--- src/rtl/vdk3_pkg.sv ---
// types, trellis tables and constants of the k3 rate-1/2 viterbi decoder
package vdk3_pkg;

  localparam int unsigned MetricW  = 6;
  localparam int unsigned PathW    = 8;
  localparam int unsigned CountW   = 4;
  localparam int unsigned NumState = 4;

  localparam logic [MetricW-1:0] MetricMax = 6'd63;
  localparam logic [MetricW-1:0] ThrReset  = 6'd3;

  // predecessor of each state for its two branches
  localparam logic [1:0] TrPred [NumState][2] = '{
    '{2'd0, 2'd1}, '{2'd2, 2'd3}, '{2'd0, 2'd1}, '{2'd2, 2'd3}
  };

  // expected code pair {a, b} on each branch
  localparam logic [1:0] TrExp [NumState][2] = '{
    '{2'b00, 2'b11}, '{2'b10, 2'b01}, '{2'b11, 2'b00}, '{2'b01, 2'b10}
  };

  // one queue entry: branch distances to every code pair plus block bookkeeping
  typedef struct packed {
    logic [3:0][1:0]    hdist;     // hamming distance indexed by {exp_a, exp_b}
    logic [PathW-1:0]   set_mask;  // one-hot position of the decoded bit, zero past bit 7
    logic [CountW-1:0]  count;     // pairs in the block including this one
    logic               last;      // closes the block
  } q_entry_t;

  typedef struct packed {
    logic full;
    logic empty;
  } q_stat_t;

endpackage

--- src/rtl/vdk3_queue.sv ---
// two-entry queue between front and back ends
module vdk3_queue import vdk3_pkg::*; (
  input  logic     clk_i,
  input  logic     rst_ni,
  input  logic     push_i,
  input  q_entry_t entry_i,
  input  logic     pop_i,
  output q_stat_t  stat_o,
  output q_entry_t head_o
);

  q_entry_t   mem_q [2];
  logic       wr_ptr_q, wr_ptr_d;
  logic       rd_ptr_q, rd_ptr_d;
  logic [1:0] fill_q, fill_d;

  assign stat_o.full  = (fill_q == 2'd2);
  assign stat_o.empty = (fill_q == 2'd0);
  assign head_o       = mem_q[rd_ptr_q];

  always_comb begin
    wr_ptr_d = push_i ? !wr_ptr_q : wr_ptr_q;
    rd_ptr_d = pop_i  ? !rd_ptr_q : rd_ptr_q;
    fill_d   = fill_q + {1'b0, push_i} - {1'b0, pop_i};
  end

  always_ff @(posedge clk_i) begin
    if (push_i) begin
      mem_q[wr_ptr_q] <= entry_i;
    end
  end

  always_ff @(posedge clk_i or negedge rst_ni) begin
    if (!rst_ni) begin
      wr_ptr_q <= 1'b0;
      rd_ptr_q <= 1'b0;
      fill_q   <= 2'd0;
    end else begin
      wr_ptr_q <= wr_ptr_d;
      rd_ptr_q <= rd_ptr_d;
      fill_q   <= fill_d;
    end
  end

endmodule

--- config.mk ---
export PLATFORM = sky130hd
export DESIGN_NAME = vdk3_queue
export DESIGN_NICKNAME = d
export VERILOG_FILES = /design/src/rtl/vdk3_pkg.sv /design/src/rtl/vdk3_queue.sv
export SDC_FILE = /design/constraint.sdc
export NUM_CORES = 1
export LEC_CHECK = 0
export ABC_AREA = 1
export ABC_CLOCK_PERIOD_IN_PS = 2300
export BUFFER_PORTS_ARGS = -buffer_cell sky130_fd_sc_hd__buf_2
export CAP_MARGIN = 20
export CORE_UTILIZATION = 52
export DETAILED_ROUTE_END_ITERATION = 10
export PLACE_DENSITY = 0.85
export SKIP_CTS_REPAIR_TIMING = 1
export SLEW_MARGIN = 20
export SYNTH_ARGS = -nofsm -noshare
export SYNTH_HDL_FRONTEND = slang
export SYNTH_SLANG_ARGS = --single-unit
--- constraint.sdc ---
create_clock -name clk_i -period 2.3 [get_ports clk_i]
set_input_delay 0.345 -clock clk_i [delete_from_list [all_inputs] [get_ports clk_i]]
set_output_delay 0.345 -clock clk_i [all_outputs]
set_load 0.01 [all_outputs]
==> results of run 1 <==
-- routing by layer --
metal | routed length (um) | vias to the layer above | part of all wire | GRT usage
li1 | - | 551 | - | -
met1 | 1100 | 490 | 0.38 | 0.178
met2 | 1530 | 37 | 0.53 | 0.277
met3 | 180 | 7 | 0.063 | 0.0662
met4 | 59 | 0 | 0.021 | 0.0785
met5 | 0 | - | 0 | 0
-- path summary, 6_finish.rpt --
kind	startpoint	cells after the start	end	slack (ps)
max in group asynchronous	rst_ni	2	rd_ptr_q$_DFFE_PN0P_	1840
worst min register to register	wr_ptr_q$_DFFE_PN0P_	1	wr_ptr_q$_DFFE_PN0P_	530
worst min-delay path	entry_i[14]	1	mem_q[0][14]$_DFFE_PP_	180
min in group asynchronous	rst_ni	2	rd_ptr_q$_DFFE_PN0P_	320
worst max-delay path	rd_ptr_q$_DFFE_PN0P_	4	head_o[11]	360
worst max register to register	wr_ptr_q$_DFFE_PN0P_	2	mem_q[0][9]$_DFFE_PP_	780
-- power breakdown --
part           switching, mW  internal [mW]  leakage, nW  total (mW)
Combinational          0.505          0.363        0.511       0.867
Sequential             0.126           1.12        0.440        1.24
Clock                  0.240          0.335       0.0528       0.575
Total                  0.871           1.82         1.00        2.69
-- final cells by class --
class,instances,area [um^2],area share
Inverter,28,105,0.0467
Tap cell,46,57.6,0.0256
Clock buffer,5,37.5,0.0167
Clock inverter,3,63.8,0.0284
Sequential cell,46,1360,0.606
Multi-Input combinational cell,56,342,0.152
Timing Repair Buffer,51,280,0.125
-- worst reg2reg max path: stages, from the launching register on --
cell	delay, ps
dfrtp_1	430
nor2_2	480
buf_4	310
-- cells by family (layout without fill, tap and decap cells) --
group                    after synthesis  count (layout)  synth area share
adder cells (fa/ha/maj)                2               2            0.0133
XOR/XNOR                               2               2           0.00930
flip-flops                            46              46             0.723
AO/OA/AOI/OAI                         21              21            0.0937
AND/OR/NAND/NOR                       31              31            0.0638
buffers and inverters                 33              87            0.0970
-- registers in the layout (all words and copies together), names as in the netlist --
register	flops
fill_q	2
mem_q	42
rd_ptr_q	1
wr_ptr_q	1
-- Yosys cell counts --
| cell | instances | area share |
|---|---|---|
| buf_12 | 2 | 0.021 |
| dfrtp_1 | 4 | 0.053 |
| ha_1 | 2 | 0.013 |
| nand2_2 | 1 | 0.0033 |
| nand2_1 | 26 | 0.052 |
| nand3_1 | 1 | 0.0027 |
| inv_1 | 28 | 0.056 |
| o21ai_2 | 19 | 0.088 |
| buf_6 | 2 | 0.012 |
| nor2_1 | 3 | 0.0060 |
| edfxtp_1 | 42 | 0.67 |
| xor2_1 | 2 | 0.0093 |
| o21ai_0 | 2 | 0.0053 |
| buf_8 | 1 | 0.0080 |
==> metrics.cfg, run 1 <==
[sta]
max_freq_mhz = 516
final_hold_viol_count = 0
slew_violations = 0
finalCriticalPeriod_ps = 1940
rsz0062_at_grt = no
min_period_over_period = 0.842
setup_viol = 0
setup_ws_ps = 364
relSlewSlack = 0.619
finalClockSkew_ps = 8.34
hold-worst-slack_ps = 177
worstMarginPinSlew_ps = 571
tns_ps = 0

[clock_network]
cts_buffers = 5
clock_latency_ps = 350
cts_max_level = 2
root_buffer = clkbuf_4
clock_sinks = 46
clk_pin_slew_worst_paths_ps = 130
tritoncts = built
clockBufferDepth = 2

[layout]
fillerInstances = 254
layout.nets = 215
final_cells = 235
utilization = 0.663
final_common_cell = buf_2
syn_to_final_growth_pct = 19.4
design_area_um2 = 2250
mostFrequentLayoutCells = buf_2, edfxtp_1, inv_1, nand2_1, o21ai_2
drive_gt1_frac = 0.418
n_antenna_cell = 0

[logic_synthesis]
ys_ff_latch = 46
synthesis.area_um2 = 1880
synthCells = 135
yosysSeqAreaShare = 0.723
synth_cell_types = 14
ys.warnings.count = 0
avgSynthCellArea_um2 = 13.9
syn_nets = 162

[placement]
place_ws_ps = 673
place_hpwl_um = 2130
placement.io_buffers = 47
globalplace.congestion = 0.723
placed_cell_area_um2 = 2140
placed_cells = 226

[global_routing]
grt_pass1_vias = 1058
grt.overflow.total = 0
track_usage = 0.164
grt_max_degree = 23
antenna_found_initial = 0
grt_pass1_wl_um = 4690

[critical_path]
required_ps = 1960
critical_path.cell_chain = buf_12, nand2_1, o21ai_2, buf_2
critPathTopFamily = flip-flops
cp_max_fo = 22
worstPathArrival_ps = 1590
crit_type = reg2out
path_buf_inv = 2
cpPeakStageDelay_ps = 690
endpoint_kind = primary output
startpoint_type = flop
cp_slowest_cell = dfrtp_2

[die]
rows = 21
initial_core_util = 0.556
core_area_um2 = 3390
die_w_um = 62.2
die_y_um = 62.2
dieArea_um2 = 3870
io_pins = 48

[power_and_ir_drop]
p_leak_nw = 1.00
irDropWorstVdd_mv = 0.629
power_mw = 2.69
power_density_nw_per_um2 = 1190

[drt]
ant_nets = 0
num_vias = 1085
first_iter_violations = 29
via_per_inst = 4.62
drt_wl_total_um = 2880
drc_errors = 0
routedWlPerCell_um = 12.2
drt_pass1_iterations = 4

[status]
outcome = completed

[worst_hold_path]
hp-class = in2reg

[flow_run]
max_cap_viol_count = 0

No activity file was read; power rests on OpenSTA's default activity.
==> run 2: changes to the inputs <==
--- a/config.mk
+++ b/config.mk
@@ -6,7 +6,7 @@
 export NUM_CORES = 1
 export LEC_CHECK = 0
 export ABC_AREA = 1
-export ABC_CLOCK_PERIOD_IN_PS = 2300
+export ABC_CLOCK_PERIOD_IN_PS = 1800
 export BUFFER_PORTS_ARGS = -buffer_cell sky130_fd_sc_hd__buf_2
 export CAP_MARGIN = 20
 export CORE_UTILIZATION = 52
==> constraint.sdc (replaced) <==
create_clock -name clk_i -period 1.8 [get_ports clk_i]
set_input_delay 0.27 -clock clk_i [delete_from_list [all_inputs] [get_ports clk_i]]
set_output_delay 0.27 -clock clk_i [all_outputs]
set_load 0.01 [all_outputs]
==> metrics.cfg, run 2 (synthesis results as in run 1) <==
[status]
outcome = completed

[clock_network]
clock_latency_ps = 330  ; -20 ps
cts_buffers = 5  ; unchanged
cts_max_level = 2  ; unchanged
tritoncts = built
root_buffer = clkbuf_4
clk_pin_slew_worst_paths_ps = 110  ; -20 ps
clockBufferDepth = 2  ; unchanged
clock_sinks = 46  ; unchanged

[critical_path]
cp_slowest_cell = dfrtp_2
critical_path.cell_chain = buf_4, o21ai_0, buf_2
cpPeakStageDelay_ps = 420  ; -270 ps
required_ps = 1530  ; -430 ps
worstPathArrival_ps = 1340  ; -250 ps
startpoint_type = flop
endpoint_kind = primary output
crit_type = reg2out
cp_max_fo = 21  ; -4.5%

[layout]
n_antenna_cell = 0  ; unchanged
largest_reg_flops = 42  ; unchanged
design_area_um2 = 2210  ; -1.8%
mostFrequentLayoutCells = buf_2, edfxtp_1, inv_1, nand2_1, o21ai_2
utilization = 0.651  ; -0.0122
syn_to_final_growth_pct = 17.2
layout.nets = 218  ; +1.4%
final_common_cell = buf_2
top_register = mem_q
drive_gt1_frac = 0.422  ; +0.00389
top_regs = mem_q (42), fill_q (2)

[global_routing]
grt_pass1_wl_um = 4600  ; -1.9%
antenna_found_initial = 0  ; unchanged
grt_pass1_vias = 1066  ; +0.76%
track_usage = 0.159  ; -0.00499
grt.overflow.total = 0  ; unchanged
grt_max_degree = 23  ; unchanged

[sta]
rsz0062_at_grt = no
finalCriticalPeriod_ps = 1610
relSlewSlack = 0.813  ; +0.194
final_hold_viol_count = 0  ; unchanged
slew_violations = 0  ; unchanged
setup_ws_ps = 188  ; -176 ps
setup_viol = 0  ; unchanged
worstMarginPinSlew_ps = 280  ; -291 ps
hold-worst-slack_ps = 119  ; -58.0 ps
max_freq_mhz = 620
tns_ps = 0  ; unchanged
min_period_over_period = 0.896
finalClockSkew_ps = 3.22  ; -5.12 ps

[die]
core_area_um2 = 3390  ; unchanged
dieArea_um2 = 3870  ; unchanged
io_pins = 48  ; unchanged
initial_core_util = 0.556  ; unchanged
rows = 21  ; unchanged
die_y_um = 62.2  ; unchanged
die_w_um = 62.2  ; unchanged

[placement]
placed_cell_area_um2 = 2150  ; +0.47%
place_ws_ps = 568  ; -105 ps
place_hpwl_um = 2090  ; -1.8%
globalplace.congestion = 0.688  ; -4.9%
placement.io_buffers = 47  ; unchanged

[drt]
ant_nets = 0  ; unchanged
drc_errors = 0  ; unchanged
drt_wl_total_um = 2730  ; -5.3%
top_layer = met4
routedWlPerCell_um = 11.4  ; -6.4%
via_per_inst = 4.54  ; -1.6%
first_iter_violations = 34  ; +17%
wl_met2_um = 1460  ; -5.0%
wl_met1_um = 1110  ; +0.36%
dr_wl_met3_um = 147  ; -18%
num_vias = 1081  ; -0.37%
drt_pass1_iterations = 4  ; unchanged

[worst_hold_path]
hp-class = in2reg

[power_and_ir_drop]
p_leak_nw = 0.991  ; -1.3%
irDropWorstVdd_mv = 0.969  ; +54%
power_density_nw_per_um2 = 1410  ; +18%

[flow_run]
max_cap_viol_count = 0  ; unchanged

## run 2: critical path, delay by kind of cell, from the launching register on
kind | cells | cell delay (ps)
flops | 1 | 420
buf+inv | 2 | 370
compound gates | 1 | 220
## run 2: final cells by class
type	count	area (um^2)
clock buffer	6	41.3
timing repair buffer	54	290
clock inverter	2	8.76
fill	265	1180
sequential	46	1360
inverter	28	105
multi-input combinational	56	342
tap	46	57.6
## run 2: per-stage QoR
| stage | power, mW | cells |
|---|---|---|
| 2_1_floorplan | 2.45 | 135 |
| 3_3_place_gp | 2.68 | 229 |
| 3_5_place_dp | 2.74 | 229 |
| 4_1_cts | 3.16 | 237 |
| 5_1_grt | 3.34 | 238 |
| 6_report | 3.12 | 238 |
## run 2: path summary, 6_finish.rpt
path                                       from                    end  slack (ps)  cells after the start
setup / recovery           rd_ptr_q$_DFFE_PN0P_              head_o[0]         190                      3
hold / removal                            pop_i   rd_ptr_q$_DFFE_PN0P_         120                      2
setup reg to reg           wr_ptr_q$_DFFE_PN0P_  mem_q[1][0]$_DFFE_PP_         600                      3
hold reg to reg            wr_ptr_q$_DFFE_PN0P_   wr_ptr_q$_DFFE_PN0P_         510                      1
max in group asynchronous                rst_ni   rd_ptr_q$_DFFE_PN0P_        1420                      2
min in group asynchronous                rst_ni    fill_q[1]$_DFF_PN0_         250                      2
## run 2: where the power goes
part / switching [mW] / internal [mW]
combinational: 0.724 / 0.465
sequential: 0.0742 / 1.43
clock: 0.279 / 0.147
total: 1.08 / 2.04
## run 2: metal layers
layer	GRT usage	vias up
met4	0.0436	0
met1	0.189	489
met5	0	-
met3	0.0533	2
li1	-	558
met2	0.275	32
==> run 3: changes to the inputs <==
--- a/config.mk
+++ b/config.mk
@@ -9,9 +9,9 @@
 export ABC_CLOCK_PERIOD_IN_PS = 1800
 export BUFFER_PORTS_ARGS = -buffer_cell sky130_fd_sc_hd__buf_2
 export CAP_MARGIN = 20
-export CORE_UTILIZATION = 52
+export CORE_UTILIZATION = 50
 export DETAILED_ROUTE_END_ITERATION = 10
-export PLACE_DENSITY = 0.85
+export PLACE_DENSITY = 0.83
 export SKIP_CTS_REPAIR_TIMING = 1
 export SLEW_MARGIN = 20
 export SYNTH_ARGS = -nofsm -noshare
==> metrics.cfg, run 3 (synthesis results as in run 1) <==
[die]
core_area_um2 = 3470  ; +2.3%
die_w_um = 63.4  ; +1.9%
io_pins = 48  ; unchanged
initial_core_util = 0.543  ; -0.0126
die_y_um = 63.4  ; +1.9%
rows = 21  ; unchanged
dieArea_um2 = 4020  ; +3.9%

[critical_path]
crit_cells = 3  ; unchanged
endpoint_kind = primary output
critical_path.cell_chain = buf_4, o21ai_0, buf_2
worstPathArrival_ps = 1320  ; -20 ps
startpoint_type = flop
crit_end = head_o[0]
reg2reg_depth = 2  ; -1
cp_max_fo = 24  ; +14%
cpPeakStageDelay_ps = 400  ; -20 ps
path_buf_inv = 2  ; unchanged
critPathTopFamily = flip-flops
cp-startpoint = rd_ptr_q$_DFFE_PN0P_
r2r-end = mem_q[0][3]$_DFFE_PP_
r2r_setup_slack_ps = 510  ; -90 ps
required_ps = 1530  ; about the same
r2r-start = wr_ptr_q$_DFFE_PN0P_
crit_type = reg2out
cp_slowest_cell = dfrtp_2

[drt]
drt_wl_total_um = 2920  ; +7.0%
drt_pass1_iterations = 4  ; unchanged
ant_nets = 0  ; unchanged
first_iter_violations = 17  ; -50%
drc_errors = 0  ; unchanged
via_per_inst = 4.70  ; +3.5%
routedWlPerCell_um = 12.3  ; +7.0%
num_vias = 1119  ; +3.5%

[power_and_ir_drop]
p_switching_mw = 1.13  ; +4.5%
internal_power_mw = 2.16  ; +6.0%
combPwrFrac = 0.366  ; -0.015
power_density_nw_per_um2 = 1470  ; +3.8%
p_leak_nw = 1.00  ; +1.2%
switching_share = 0.342  ; -0.00321
irDropWorstVdd_mv = 0.768  ; -21%
clkPwrFrac = 0.176  ; +0.039
power_frac_seq = 0.458  ; -0.024

[flow_run]
max_cap_viol_count = 0  ; unchanged

[layout]
n_antenna_cell = 0  ; unchanged
syn_to_final_growth_pct = 19.1
top_regs = mem_q (42), fill_q (2)
largest_reg_flops = 42  ; unchanged
mostFrequentLayoutCells = buf_2, edfxtp_1, inv_1, nand2_1, o21ai_2
design_area_um2 = 2240  ; +1.6%
top_register = mem_q
drive_gt1_frac = 0.427  ; +0.00521
layout.nets = 218  ; unchanged
final_common_cell = buf_2

[clock_network]
clockBufferDepth = 2  ; unchanged
root_buffer = clkbuf_8
cts_max_level = 2  ; unchanged
clk_pin_slew_worst_paths_ps = 80  ; -30 ps
clock_latency_ps = 290  ; -40 ps
clock_sinks = 46  ; unchanged
cts_buffers = 5  ; unchanged
tritoncts = built

[sta]
finalCriticalPeriod_ps = 1590  ; -25.3 ps
relSlewSlack = 0.753  ; -0.0599
max_freq_mhz = 630  ; +1.6%
slew_violations = 0  ; unchanged
tns_ps = 0  ; unchanged
min_period_over_period = 0.882  ; -0.0141
worstMarginPinSlew_ps = 370  ; +89.5 ps
rsz0062_at_grt = no
setup_viol = 0  ; unchanged
final_hold_viol_count = 0  ; unchanged
finalClockSkew_ps = 2.10  ; -1.12 ps

[placement]
globalplace.congestion = 0.629  ; -8.5%
placement.io_buffers = 47  ; unchanged
place_hpwl_um = 2260  ; +7.8%
placed_cell_area_um2 = 2150  ; unchanged

[global_routing]
grt.overflow.total = 0  ; unchanged
grt_pass1_wl_um = 4580  ; -0.30%
grt_pass1_vias = 1111  ; +4.2%
track_usage = 0.156  ; -0.00270
antenna_found_initial = 0  ; unchanged
grt_max_degree = 25  ; +8.7%

[status]
outcome = completed

[worst_hold_path]
hp-class = in2reg

-- run 3: changes by cell type in the layout (fill, tap and decap cells not counted), sizes merged --
cell      delta
clkbuf       -1
clkinvlp     +1
-- run 3: worst reg2reg max path: stages, from the launching register on --
cell and delay, ps:
dfrtp_1 410, nor2_2 340, buf_4 260
-- run 3: stage by stage --
stage	power, mW	utilization	hold slack, ps	cells	worst slack [ps]
3_3_place_gp	2.68	0.619	76.7	229	495
4_1_cts	3.34	0.644	-238	237	218
3_5_place_dp	2.76	0.619	79.8	229	468
5_1_grt	3.50	0.646	150	238	126
6_report	3.29	0.646	168	238	213
2_1_floorplan	2.45	-	-25.6	135	90.6
-- run 3: metal layers --
| layer | vias to the layer above | track usage | wire length (um) |
|---|---|---|---|
| met4 | 0 | 0.0767 | 49 |
| met5 | - | 0 | 0 |
| met3 | 8 | 0.0362 | 110 |
| met1 | 529 | 0.151 | 1060 |
| met2 | 23 | 0.302 | 1690 |
| li1 | 559 | - | - |
-- run 3: how the worst min path moves through the flow --
stage                           from                     to  slack [ps]  cells after the start
after floorplan               rst_ni    fill_q[0]$_DFF_PN0_         -30                      0
after global placement        rst_ni    fill_q[0]$_DFF_PN0_          80                      1
after detailed placement      rst_ni    fill_q[1]$_DFF_PN0_          80                      1
after CTS                     rst_ni    fill_q[0]$_DFF_PN0_        -240                      1
after global routing      entry_i[6]  mem_q[0][6]$_DFFE_PP_         150                      1
final                     entry_i[4]  mem_q[1][4]$_DFFE_PP_         170                      1
-- run 3: cell type report --
type                       instances  area, um^2
sequential                        46        1360
fill                             268        1230
multi-input combinational         56         342
timing repair buffer              54         290
inverter                          28         105
clock buffer                       5        68.8
tap                               46        57.6
clock inverter                     3        16.3
-- run 3: power by group through the flow --
stage                     Sequential (mW)  Combinational [mW]  Clock (mW)
final                                1.51                1.20       0.578
after global routing                 1.53                1.33       0.637
after CTS                            1.51                1.23       0.596
after detailed placement             1.53                1.23           0
after global placement               1.52                1.16           0
after floorplan                      1.51               0.940           0
