## src/rtl/vdk3_pkg.sv

```systemverilog
// types, trellis tables and constants of the k3 rate-1/2 viterbi decoder
package vdk3_pkg;

  localparam int unsigned MetricW  = 6;
  localparam int unsigned PathW    = 8;
  localparam int unsigned CountW   = 4;
  localparam int unsigned NumState = 4;

  localparam logic [MetricW-1:0] MetricMax = 6'd63;
  localparam logic [MetricW-1:0] ThrReset  = 6'd3;

  // predecessor of each state for its two branches
  localparam logic [1:0] TrPred [NumState][2] = '{
    '{2'd0, 2'd1}, '{2'd2, 2'd3}, '{2'd0, 2'd1}, '{2'd2, 2'd3}
  };

  // expected code pair {a, b} on each branch
  localparam logic [1:0] TrExp [NumState][2] = '{
    '{2'b00, 2'b11}, '{2'b10, 2'b01}, '{2'b11, 2'b00}, '{2'b01, 2'b10}
  };

  // one queue entry: branch distances to every code pair plus block bookkeeping
  typedef struct packed {
    logic [3:0][1:0]    hdist;     // hamming distance indexed by {exp_a, exp_b}
    logic [PathW-1:0]   set_mask;  // one-hot position of the decoded bit, zero past bit 7
    logic [CountW-1:0]  count;     // pairs in the block including this one
    logic               last;      // closes the block
  } q_entry_t;

  typedef struct packed {
    logic full;
    logic empty;
  } q_stat_t;

endpackage

```

## src/rtl/vdk3_if.sv

```systemverilog
// handshake channels for received symbol pairs and decoded blocks
interface vdk3_sym_if;
  logic valid;
  logic ready;
  logic bit_a;
  logic bit_b;
  logic end_of_sequence;

  modport source(output valid, bit_a, bit_b, end_of_sequence, input ready);
  modport sink(input valid, bit_a, bit_b, end_of_sequence, output ready);
endinterface


```

## src/rtl/vdk3_front.sv

```systemverilog
// front end: takes symbol pairs, works out branch distances and block position
module vdk3_front import vdk3_pkg::*; #(
  parameter int unsigned BLOCK_LEN = 8
) (
  input  logic          clk_i,
  input  logic          rst_ni,
  vdk3_sym_if.sink      sym_i,
  input  q_stat_t       q_stat_i,
  output logic          q_push_o,
  output q_entry_t      q_entry_o
);

  localparam int unsigned CntW = (BLOCK_LEN > 1) ? $clog2(BLOCK_LEN) : 1;

  logic [CntW-1:0] cnt_q, cnt_d;
  logic [CntW:0]   cnt_inc;
  logic            last;

  assign sym_i.ready = !q_stat_i.full;
  assign q_push_o    = sym_i.valid && !q_stat_i.full;

  assign cnt_inc = {1'b0, cnt_q} + 1'b1;
  assign last    = (cnt_q == CntW'(BLOCK_LEN - 1)) || sym_i.end_of_sequence;

  always_comb begin
    for (int e = 0; e < 4; e++) begin
      q_entry_o.hdist[e] = {1'b0, sym_i.bit_a ^ e[1]} + {1'b0, sym_i.bit_b ^ e[0]};
    end
    // positions past bit 7 shift out of the mask
    q_entry_o.set_mask = PathW'(1) << cnt_q;
    q_entry_o.count    = CountW'(cnt_inc);
    q_entry_o.last     = last;
  end

  always_comb begin
    cnt_d = cnt_q;
    if (q_push_o) begin
      cnt_d = last ? '0 : CntW'(cnt_inc);
    end
  end

  always_ff @(posedge clk_i or negedge rst_ni) begin
    if (!rst_ni) begin
      cnt_q <= '0;
    end else begin
      cnt_q <= cnt_d;
    end
  end

endmodule

```

## src/flat_wrapper.sv

```systemverilog
// flat-port wrapper written by rule: the top's interface ports become plain ports
module vdk3_front_flat import vdk3_pkg::*;
#(
  parameter int unsigned BLOCK_LEN = 8
)
  (clk_i, rst_ni, q_stat_i, q_push_o, q_entry_o, sym_i_valid, sym_i_bit_a, sym_i_bit_b, sym_i_end_of_sequence, sym_i_ready);
  vdk3_sym_if sym_i_i ();
  input  logic clk_i;
  input  logic rst_ni;
  input  q_stat_t q_stat_i;
  output logic q_push_o;
  output q_entry_t q_entry_o;
  input wire logic [$bits(sym_i_i.valid)-1:0] sym_i_valid;
  input wire logic [$bits(sym_i_i.bit_a)-1:0] sym_i_bit_a;
  input wire logic [$bits(sym_i_i.bit_b)-1:0] sym_i_bit_b;
  input wire logic [$bits(sym_i_i.end_of_sequence)-1:0] sym_i_end_of_sequence;
  output wire logic [$bits(sym_i_i.ready)-1:0] sym_i_ready;
  assign sym_i_i.valid = sym_i_valid;
  assign sym_i_i.bit_a = sym_i_bit_a;
  assign sym_i_i.bit_b = sym_i_bit_b;
  assign sym_i_i.end_of_sequence = sym_i_end_of_sequence;
  assign sym_i_ready = sym_i_i.ready;
  vdk3_front #(.BLOCK_LEN(BLOCK_LEN)) u_core (.clk_i(clk_i), .rst_ni(rst_ni), .sym_i(sym_i_i), .q_stat_i(q_stat_i), .q_push_o(q_push_o), .q_entry_o(q_entry_o));
endmodule
```

## config.mk

```make
export PLATFORM = sky130hd
export DESIGN_NAME = vdk3_front_flat
export DESIGN_NICKNAME = d
export VERILOG_FILES = /design/src/rtl/vdk3_pkg.sv /design/src/rtl/vdk3_if.sv /design/src/rtl/vdk3_front.sv /design/src/flat_wrapper.sv
export SDC_FILE = /design/constraint.sdc
export NUM_CORES = 1
export LEC_CHECK = 0
export BUFFER_PORTS_ARGS = -buffer_cell sky130_fd_sc_hd__clkbuf_2
export CAP_MARGIN = 0
export CORE_MARGIN = 2
export CORE_UTILIZATION = 25
export CTS_CLUSTER_DIAMETER = 80
export CTS_CLUSTER_SIZE = 28
export DETAILED_ROUTE_END_ITERATION = 6
export SLEW_MARGIN = 20
export SYNTH_ARGS = -nofsm -noshare
export SYNTH_HDL_FRONTEND = slang
export SYNTH_SLANG_ARGS = --single-unit
```

## constraint.sdc

```tcl
create_clock -name clk_i -period 1.6 [get_ports clk_i]
set_input_delay 0.32 -clock clk_i [delete_from_list [all_inputs] [get_ports clk_i]]
set_output_delay 0.32 -clock clk_i [all_outputs]
set_load 0.03 [all_outputs]
```

==> results.py, run 1 <==
metrics = {
    "global_route": {
        "grt_pass1_wl_mm": 1.28,
        "grt_max_degree": 7,
        "grt_usage_pct": 12.3,
        "gr-total-overflow": 0,
        "first_global_vias": 333,
        "antenna_found_initial": 0,
    },
    "critical_path": {
        "cp_data_arrival_time_ps": 1360,
        "path_max_fanout": 3,
        "r2r-end": "u_core.cnt_q[0]",
        "worstSetupStartpointType": "flop",
        "rr_startpoint": "u_core.cnt_q[1]",
        "crit_chain": "ha_4, ha_4, or2_4, buf_8",
        "rrSetupSlack_ps": -50,
        "cp_top_family": "flip-flops",
        "critPathMostFrequentCell": "ha_4",
        "r2r_cells": 5,
        "crit_required_ps": 1280,
        "critPathMaxStageDelay_ps": 410,
        "cp.buffers_inverters": 1,
        "endpoint_kind": "primary output",
        "cpMaxStageDelayCell": "dfrtp_1",
        "worstSetupPathType": "flop to primary output",
    },
    "clocking": {
        "clock_latency_ps": 240,
        "numCtsBuffers": 3,
        "clockBufferDepth": 2,
        "clockRootBuffer": "clkbuf_4",
        "clkSinkCount": 3,
        "clkSlewWorstSetupHoldPaths_ps": 40,
        "cts_tree": "yes",
        "cts_htree_levels": 1,
    },
    "job": {
        "cap_violations": 0,
    },
    "timing": {
        "worst_slack_ps": -81.8,
        "slew_headroom_pct": 79.5,
        "fmax_ghz": 0.595,
        "finalHoldViolCount": 0,
        "hold_slack_ps": 403,
        "finalSetupViolCount": 6,
        "min_period_ps": 1680,
        "clock-skew-final_ps": 2.03,
        "rsz0062_at_grt": "true",
        "min_period_over_period_pct": 105,
        "slew_violations": 0,
        "worstMarginPinSlew_ps": 307,
    },
    "die": {
        "dieArea_sq_um": 1710,
        "rows": 13,
        "die_h_microns": 41.3,
        "start_util_pct": 26.7,
        "core_sq_um": 1300,
        "die_w_microns": 41.3,
        "io_pins": 31,
    },
    "route": {
        "wire_per_inst_microns": 10.2,
        "totalWireLength_microns": 897,
        "via_count": 363,
        "dr.pass1.iters": 1,
        "dr.first_iter.drc_count": 0,
        "viasPerCell": 4.13,
        "drc": 0,
        "final_antenna_net_count": 0,
    },
    "final_layout": {
        "areaGrowthSynthToFinish_pct": 108,
        "regMostFlops": "u_core.cnt_q",
        "largest_register_ffs": 3,
        "layout.cells.non_filler": 88,
        "nets": 92,
        "drive_gt1_share_pct": 65.8,
        "design_area_sq_um": 723,
        "reg_top3": "u_core.cnt_q x3",
        "antennaDiodeCount": 0,
        "final_core_util_pct": 55.6,
    },
    "synth": {
        "yosysWarnings": 0,
        "netlist_instances": 38,
        "ys_seq_elements": 3,
        "mappedNetlistArea_sq_um": 348,
        "yosysSeqAreaShare_pct": 21.6,
        "synth_cell_types": 11,
        "synth_area_per_cell_sq_um": 9.15,
        "syn_nets": 56,
    },
    "hold_path": {
        "hp-start": "sym_i_end_of_sequence",
        "holdPathStages": 3,
        "hp-class": "input port to flop",
        "holdPathEnd": "u_core.cnt_q[2]",
    },
    "place": {
        "place_inst": 81,
        "place_congestion": 0.678,
        "place_area_sq_um": 517,
        "io_buffers": 29,
        "dp.final_hpwl_microns": 603,
        "dpl_worst_slack_ps": 48.6,
    },
    "power": {
        "vdd_drop_max_mv": 0.526,
        "power_leakage_nw": 0.393,
        "power_density_nw_per_um2": 944,
    },
    "outcome": {
        "violations": "setup timing",
        "outcome": "finished with violations",
    },
}
-- timing repair --
action / 4_1_cts / 5_1_grt
setup buffers: 2 / 0
hold buffers: 1 / 0
endpoints found under the hold margin: 3 / 0
pin swaps: 8 / 2
gates resized for setup: 28 / 8
setup endpoints to repair: 7 / 14
-- Yosys cell counts, drive strengths merged --
| library cell | count | share of area, % |
|---|---|---|
| mux2i | 1 | 2.9 |
| ha | 10 | 36 |
| nor2b | 4 | 7.2 |
| dfrtp | 3 | 22 |
| or4b | 1 | 4.0 |
| or2 | 1 | 1.8 |
| and2 | 3 | 5.4 |
| buf | 3 | 6.5 |
| inv | 9 | 9.7 |
| o22ai | 2 | 3.6 |
| nor3 | 1 | 1.4 |
-- worst max path at each step --
stage | start | end | slack, ps | depth (start not counted)
floorplan | u_core.cnt_q[0] | u_core.cnt_q[0] | 8 | 4
global placement | u_core.cnt_q[1] | u_core.cnt_q[0] | 50 | 4
detailed placement | u_core.cnt_q[1] | u_core.cnt_q[0] | 50 | 4
CTS | u_core.cnt_q[1] | q_entry_o[0] | -90 | 4
global route | u_core.cnt_q[0] | q_entry_o[0] | -120 | 4
finish | u_core.cnt_q[1] | q_entry_o[0] | -80 | 4
-- power breakdown --
group	internal, mW	switching, mW	total, mW
sequential	0.0890	0.0155	0.104
clock	0.0935	0.0407	0.134
combinational	0.196	0.248	0.444
total	0.379	0.304	0.683
-- stage by stage --
step / setup TNS [ps] / power, mW
final: -203 / 0.683
after global routing: -831 / 0.733
after CTS: -193 / 0.650
after detailed placement: 0 / 0.420
after global placement: 0 / 0.417
after floorplan: 0 / 0.341
-- cell usage in the layout, fill, tap and decap left out, types with 2 or more instances in the layout --
cell type   n
ha_1        6
nor2b_1     2
and2_1      3
clkbuf_4    5
clkbuf_8    6
dfrtp_1     3
ha_4        4
clkbuf_2   18
buf_4       3
inv_1       7
buf_8       3
-- cell families (layout without fill, tap and decap cells) --
group | count (synthesis) | in the layout | share of synthesized area [%]
buf+inv | 12 | 47 | 16.2
fa+ha+maj | 10 | 10 | 36.0
simple gates | 10 | 10 | 19.8
flops | 3 | 3 | 21.6
compound gates | 2 | 2 | 3.60
mux | 1 | 1 | 2.88
-- worst register-to-register path, stage by stage, from the launching register on --
cell	delay [ps]
dfrtp_1	410
ha_4	200
ha_4	160
buf_4	130
or4b_4	530
mux2i_1	150
-- layer usage --
layer | vias up | GRT usage, % | wire length (microns)
met3 | 2 | 3.19 | 92
met4 | 0 | 9.68 | 19
met1 | 150 | 10.3 | 324
met2 | 28 | 23.8 | 460
li1 | 183 | - | -
met5 | - | 0 | 0
-- cell type report --
class	count	area, sq um
Clock buffer	4	26.3
Fill cell	114	578
Inverter	9	36.3
Multi-Input combinational cell	23	290
Sequential cell	3	75.1
Tap cell	15	18.8
Timing Repair Buffer	34	277
No activity file was read; power rests on OpenSTA's default activity.
==> run 2: changes to the inputs <==
--- a/config.mk
+++ b/config.mk
@@ -7,11 +7,11 @@
 export LEC_CHECK = 0
 export BUFFER_PORTS_ARGS = -buffer_cell sky130_fd_sc_hd__clkbuf_2
 export CAP_MARGIN = 0
-export CORE_MARGIN = 2
-export CORE_UTILIZATION = 25
+export CORE_AREA = 2 2 39 41
 export CTS_CLUSTER_DIAMETER = 80
 export CTS_CLUSTER_SIZE = 28
 export DETAILED_ROUTE_END_ITERATION = 6
+export DIE_AREA = 0 0 41 43
 export SLEW_MARGIN = 20
 export SYNTH_ARGS = -nofsm -noshare
 export SYNTH_HDL_FRONTEND = slang
==> results.py, run 2 (same netlist as run 1, synthesis figures left out) <==
metrics = {
    "final_layout": {
        "layout_commonest_cell": "clkbuf_2",
        "final_cell_mix": "clkbuf_2, buf_8, buf_4, inv_1",
        "drive_gt1_share_pct": 75.0,
        "nets": 95,
        "antennaDiodeCount": 0,
        "regMostFlops": "u_core.cnt_q",
        "fill_cells": 123,
        "areaGrowthSynthToFinish_pct": 131,
        "multi_input_area_sq_um": 327,
        "layout.cells.non_filler": 92,
        "largest_register_ffs": 3,
        "design_area_sq_um": 803,
        "seq_area_sq_um": 75.1,
        "reg_top3": "u_core.cnt_q x3",
    },
    "die": {
        "io_pins": 31,
        "die_h_microns": 43,
        "die_w_microns": 41,
        "dieArea_sq_um": 1760,
        "rows": 14,
        "core_sq_um": 1380,
        "start_util_pct": 25.1,
    },
    "route": {
        "top_layer": "met4",
        "dr.pass1.iters": 1,
        "dr.first_iter.drc_count": 0,
        "totalWireLength_mm": 1.11,
        "wire_per_inst_microns": 12.1,
        "dr_wl_met3_microns": 36,
        "via_count": 390,
        "viasPerCell": 4.24,
        "drc": 0,
        "final_antenna_net_count": 0,
        "wl_met1_microns": 311,
        "wl_met2_microns": 752,
    },
    "global_route": {
        "first_global_vias": 360,
        "gr-total-overflow": 0,
        "grt_pass1_wl_mm": 1.50,
        "grt_max_degree": 7,
        "grt_usage_pct": 13.6,
        "antenna_found_initial": 0,
    },
    "job": {
        "cap_violations": 0,
    },
    "power": {
        "clock_power_share_pct": 17.7,
        "p_total_uw": 772,
        "p_sw_uw": 340,
        "power_density_nw_per_um2": 961,
        "seq_power_share_pct": 13.5,
        "p_comb_share_pct": 68.8,
        "p_int_uw": 433,
        "p_sw_share_pct": 44.0,
        "power_leakage_nw": 0.418,
        "vdd_drop_max_mv": 0.408,
    },
    "place": {
        "place_congestion": 0.702,
        "io_buffers": 29,
        "place_inst": 83,
        "place_area_sq_um": 526,
        "dp.final_hpwl_microns": 635,
    },
    "clocking": {
        "cts_tree": "yes",
        "clkSinkCount": 3,
        "clockRootBuffer": "clkbuf_4",
        "clkSlewWorstSetupHoldPaths_ps": 40,
        "clockBufferDepth": 2,
        "clock_latency_ps": 240,
        "cts_htree_levels": 1,
        "numCtsBuffers": 3,
    },
    "timing": {
        "min_period_over_period_pct": 107,
        "finalSetupViolCount": 11,
        "min_period_ps": 1720,
        "finalHoldViolCount": 0,
        "rsz0062_at_grt": "true",
        "worst_slack_ps": -117,
        "final.setup.tns_ps": -864,
        "worstMarginPinSlew_ps": 357,
        "slew_violations": 0,
        "hold_slack_ps": 408,
        "clock-skew-final_ps": 6.03,
        "slew_headroom_pct": 76.1,
        "fmax_ghz": 0.582,
    },
    "critical_path": {
        "worstSetupPathType": "flop to primary output",
        "crit_required_ps": 1280,
        "path_max_fanout": 5,
        "endpoint_kind": "primary output",
        "cp_data_arrival_time_ps": 1400,
        "worstSetupStartpointType": "flop",
    },
    "hold_path": {
        "hp-class": "input port to asynchronous set/reset pin",
    },
    "outcome": {
        "violations": "setup timing",
        "outcome": "finished with violations",
    },
}
==> run 2: cell count changes in the layout (fill, tap and decap cells not counted), moves of 2 or more <==
cell | before | now
buf_8 | 3 | 8
buf_6 | 1 | 3
and2_4 | 0 | 2
clkbuf_4 | 5 | 3
clkbuf_8 | 6 | 1
nor2b_4 | 1 | 3
and2_1 | 3 | 1
buf_4 | 3 | 7
==> run 2: final timing paths <==
check | start | end | slack [ps] | cells past startpoint
max in group asynchronous | rst_ni | u_core.cnt_q[1] | 1070 | 2
setup / recovery | u_core.cnt_q[0] | q_entry_o[11] | -120 | 5
setup reg to reg | u_core.cnt_q[0] | u_core.cnt_q[0] | -40 | 5
hold / removal | rst_ni | u_core.cnt_q[2] | 410 | 2
min in group clk_i | sym_i_end_of_sequence | u_core.cnt_q[2] | 410 | 3
hold reg to reg | u_core.cnt_q[2] | u_core.cnt_q[2] | 750 | 2
==> run 2: through the flow <==
step           util [%]  setup WS [ps]
2_1_floorplan         -           7.61
3_3_place_gp       38.0           50.4
3_5_place_dp       38.0           34.6
4_1_cts            51.0          -70.6
5_1_grt            58.0           -179
6_report           58.0           -117
==> run 2: per-layer routing <==
layer  track usage, %  vias up
met5                0        -
met4             10.0        0
met3             5.24        2
met2             23.1        9
met1             11.7      189
li1                 -      190
==> run 2: power by group through the flow <==
stage	sequential, mW	clock (mW)	combinational [mW]
floorplan	0.102	0	0.239
global placement	0.0974	0	0.328
detailed placement	0.0977	0	0.329
CTS	0.0982	0.143	0.424
global route	0.106	0.147	0.566
finish	0.105	0.137	0.531
==> run 2: timing repair <==
| item | CTS | global route |
|---|---|---|
| hold buffers | 1 | 0 |
| buffers inserted | 4 | 0 |
| resized for setup | 28 | 27 |
| pin swaps | 8 | 2 |
| endpoints found under the setup margin | 9 | 14 |
| hold endpoints to repair | 3 | 0 |
==> run 2: worst max-delay path: stages (launching register included) <==
cell        delay [ps]
dfrtp_1            400
buf_6              130
clkinvlp_4         150
ha_4               200
and2_4             150
buf_8              130
==> run 2: final cells by class <==
| cell class | count | share of cell area (%) |
|---|---|---|
| clock buffers | 4 | 3.27 |
| inverters | 9 | 4.98 |
| multi-input cells | 23 | 40.7 |
| flip-flops and latches | 3 | 9.35 |
| well taps | 16 | 2.49 |
| repair buffers | 37 | 39.3 |
==> run 3: changes to the inputs <==
--- a/config.mk
+++ b/config.mk
@@ -12,6 +12,7 @@
 export CTS_CLUSTER_SIZE = 28
 export DETAILED_ROUTE_END_ITERATION = 6
 export DIE_AREA = 0 0 41 43
+export RECOVER_POWER = 50
 export SLEW_MARGIN = 20
 export SYNTH_ARGS = -nofsm -noshare
 export SYNTH_HDL_FRONTEND = slang
==> results.py, run 3 (same netlist as run 1, synthesis figures left out) <==
metrics = {
    "power": {
        "power_density_nw_per_um2": 968,
        "p_total_uw": 771,
        "power_leakage_nw": 0.403,
        "vdd_drop_max_mv": 0.408,
    },
    "timing": {
        "finalSetupViolCount": 11,
        "slew_violations": 0,
        "slew_headroom_pct": 75.0,
        "rsz0062_at_grt": "true",
        "fmax_ghz": 0.582,
        "worst_slack_ps": -118,
        "finalHoldViolCount": 0,
        "clock-skew-final_ps": 6.03,
        "min_period_over_period_pct": 107,
        "min_period_ps": 1720,
        "hold_slack_ps": 408,
        "worstMarginPinSlew_ps": 377,
        "final.setup.tns_ps": -865,
    },
    "route": {
        "drc": 0,
        "totalWireLength_mm": 1.12,
        "dr.pass1.iters": 1,
        "wire_per_inst_microns": 12.2,
        "final_antenna_net_count": 0,
        "viasPerCell": 4.25,
        "dr.first_iter.drc_count": 0,
        "via_count": 391,
    },
    "global_route": {
        "gr-total-overflow": 0,
        "antenna_found_initial": 0,
        "grt_pass1_wl_mm": 1.50,
        "grt_max_degree": 7,
        "first_global_vias": 360,
        "grt_usage_pct": 13.6,
    },
    "die": {
        "io_pins": 31,
        "core_sq_um": 1380,
        "die_w_microns": 41,
        "rows": 14,
        "start_util_pct": 25.1,
        "dieArea_sq_um": 1760,
        "die_h_microns": 43,
    },
    "critical_path": {
        "path_max_fanout": 5,
        "cpMaxStageDelayCell": "dfrtp_1",
        "critPathMaxStageDelay_ps": 400,
        "crit_required_ps": 1280,
        "worstSetupStartpointType": "flop",
        "endpoint_kind": "primary output",
        "crit_chain": "buf_6, clkinvlp_4, ha_4, and2_4, buf_8",
        "worstSetupPathType": "flop to primary output",
        "cp_data_arrival_time_ps": 1400,
    },
    "clocking": {
        "cts_htree_levels": 1,
        "clockRootBuffer": "clkbuf_4",
        "clkSlewWorstSetupHoldPaths_ps": 40,
        "clock_latency_ps": 240,
        "numCtsBuffers": 3,
        "clockBufferDepth": 2,
        "clkSinkCount": 3,
        "cts_tree": "yes",
    },
    "outcome": {
        "violations": "setup timing",
        "outcome": "finished with violations",
    },
    "final_layout": {
        "layout_commonest_cell": "clkbuf_2",
        "antennaDiodeCount": 0,
        "areaGrowthSynthToFinish_pct": 129,
        "regMostFlops": "u_core.cnt_q",
        "design_area_sq_um": 797,
        "nets": 95,
        "drive_gt1_share_pct": 68.4,
        "final_cell_mix": "clkbuf_2, buf_8, buf_4, inv_1, clkbuf_1",
        "layout.cells.non_filler": 92,
        "reg_top3": "u_core.cnt_q x3",
        "largest_register_ffs": 3,
    },
    "place": {
        "io_buffers": 29,
        "place_congestion": 0.702,
        "place_area_sq_um": 526,
        "place_inst": 83,
        "dp.final_hpwl_microns": 635,
    },
    "job": {
        "cap_violations": 0,
    },
    "hold_path": {
        "hp-class": "input port to flop",
    },
}
[run 3: timing repair]
action,CTS,global route
gates resized for setup,28,27
pin swaps,8,2
endpoints found under the setup margin,9,14
setup buffers,4,0
hold buffers,1,0
hold endpoints to repair,3,0
[run 3: final cells by class]
type,instances,area [sq um]
Sequential cell,3,75.1
Multi-Input combinational cell,23,327
Timing Repair Buffer,37,309
Inverter,9,40.0
Fill cell,127,587
Tap cell,16,20.0
Clock buffer,4,26.3
[run 3: worst max-delay path, delay by kind of cell (launching register included)]
family	cells	cell delay (ps)
and+or+nand+nor	1	150
buffers and inverters	3	410
DFF	1	400
adders and majority gates	1	200
[run 3: report_power, final]
part / switching [mW] / internal, mW / leakage [nW] / total (mW)
Sequential: 0.0158 / 0.0889 / 0.0393 / 0.105
Clock: 0.0430 / 0.0937 / 0.0150 / 0.137
Combinational: 0.281 / 0.248 / 0.348 / 0.530
Total: 0.340 / 0.431 / 0.403 / 0.771
[run 3: through the flow]
step	setup WS, ps	utilization (%)
6_report	-118	57.6
5_1_grt	-179	57.6
4_1_cts	-70.6	51.0
3_5_place_dp	34.6	38.0
3_3_place_gp	50.4	38.0
2_1_floorplan	7.61	-
[run 3: worst paths after layout]
| kind | start | end | slack, ps | cells after the start |
|---|---|---|---|---|
| max | u_core.cnt_q[0] | q_entry_o[11] | -120 | 5 |
| max reg2reg | u_core.cnt_q[0] | u_core.cnt_q[0] | -40 | 5 |
| max in group asynchronous | rst_ni | u_core.cnt_q[1] | 1030 | 2 |
| min reg2reg | u_core.cnt_q[2] | u_core.cnt_q[2] | 750 | 2 |
| min in group asynchronous | rst_ni | u_core.cnt_q[2] | 420 | 2 |
| min | sym_i_end_of_sequence | u_core.cnt_q[2] | 410 | 3 |
[run 3: routing by layer]
layer | vias up | share of wire, % | GRT usage (%)
met4 | 0 | 0.89 | 10.0
met1 | 191 | 28 | 11.7
met3 | 2 | 3.2 | 5.24
met2 | 9 | 67 | 23.1
met5 | - | 0 | 0
li1 | 189 | - | -
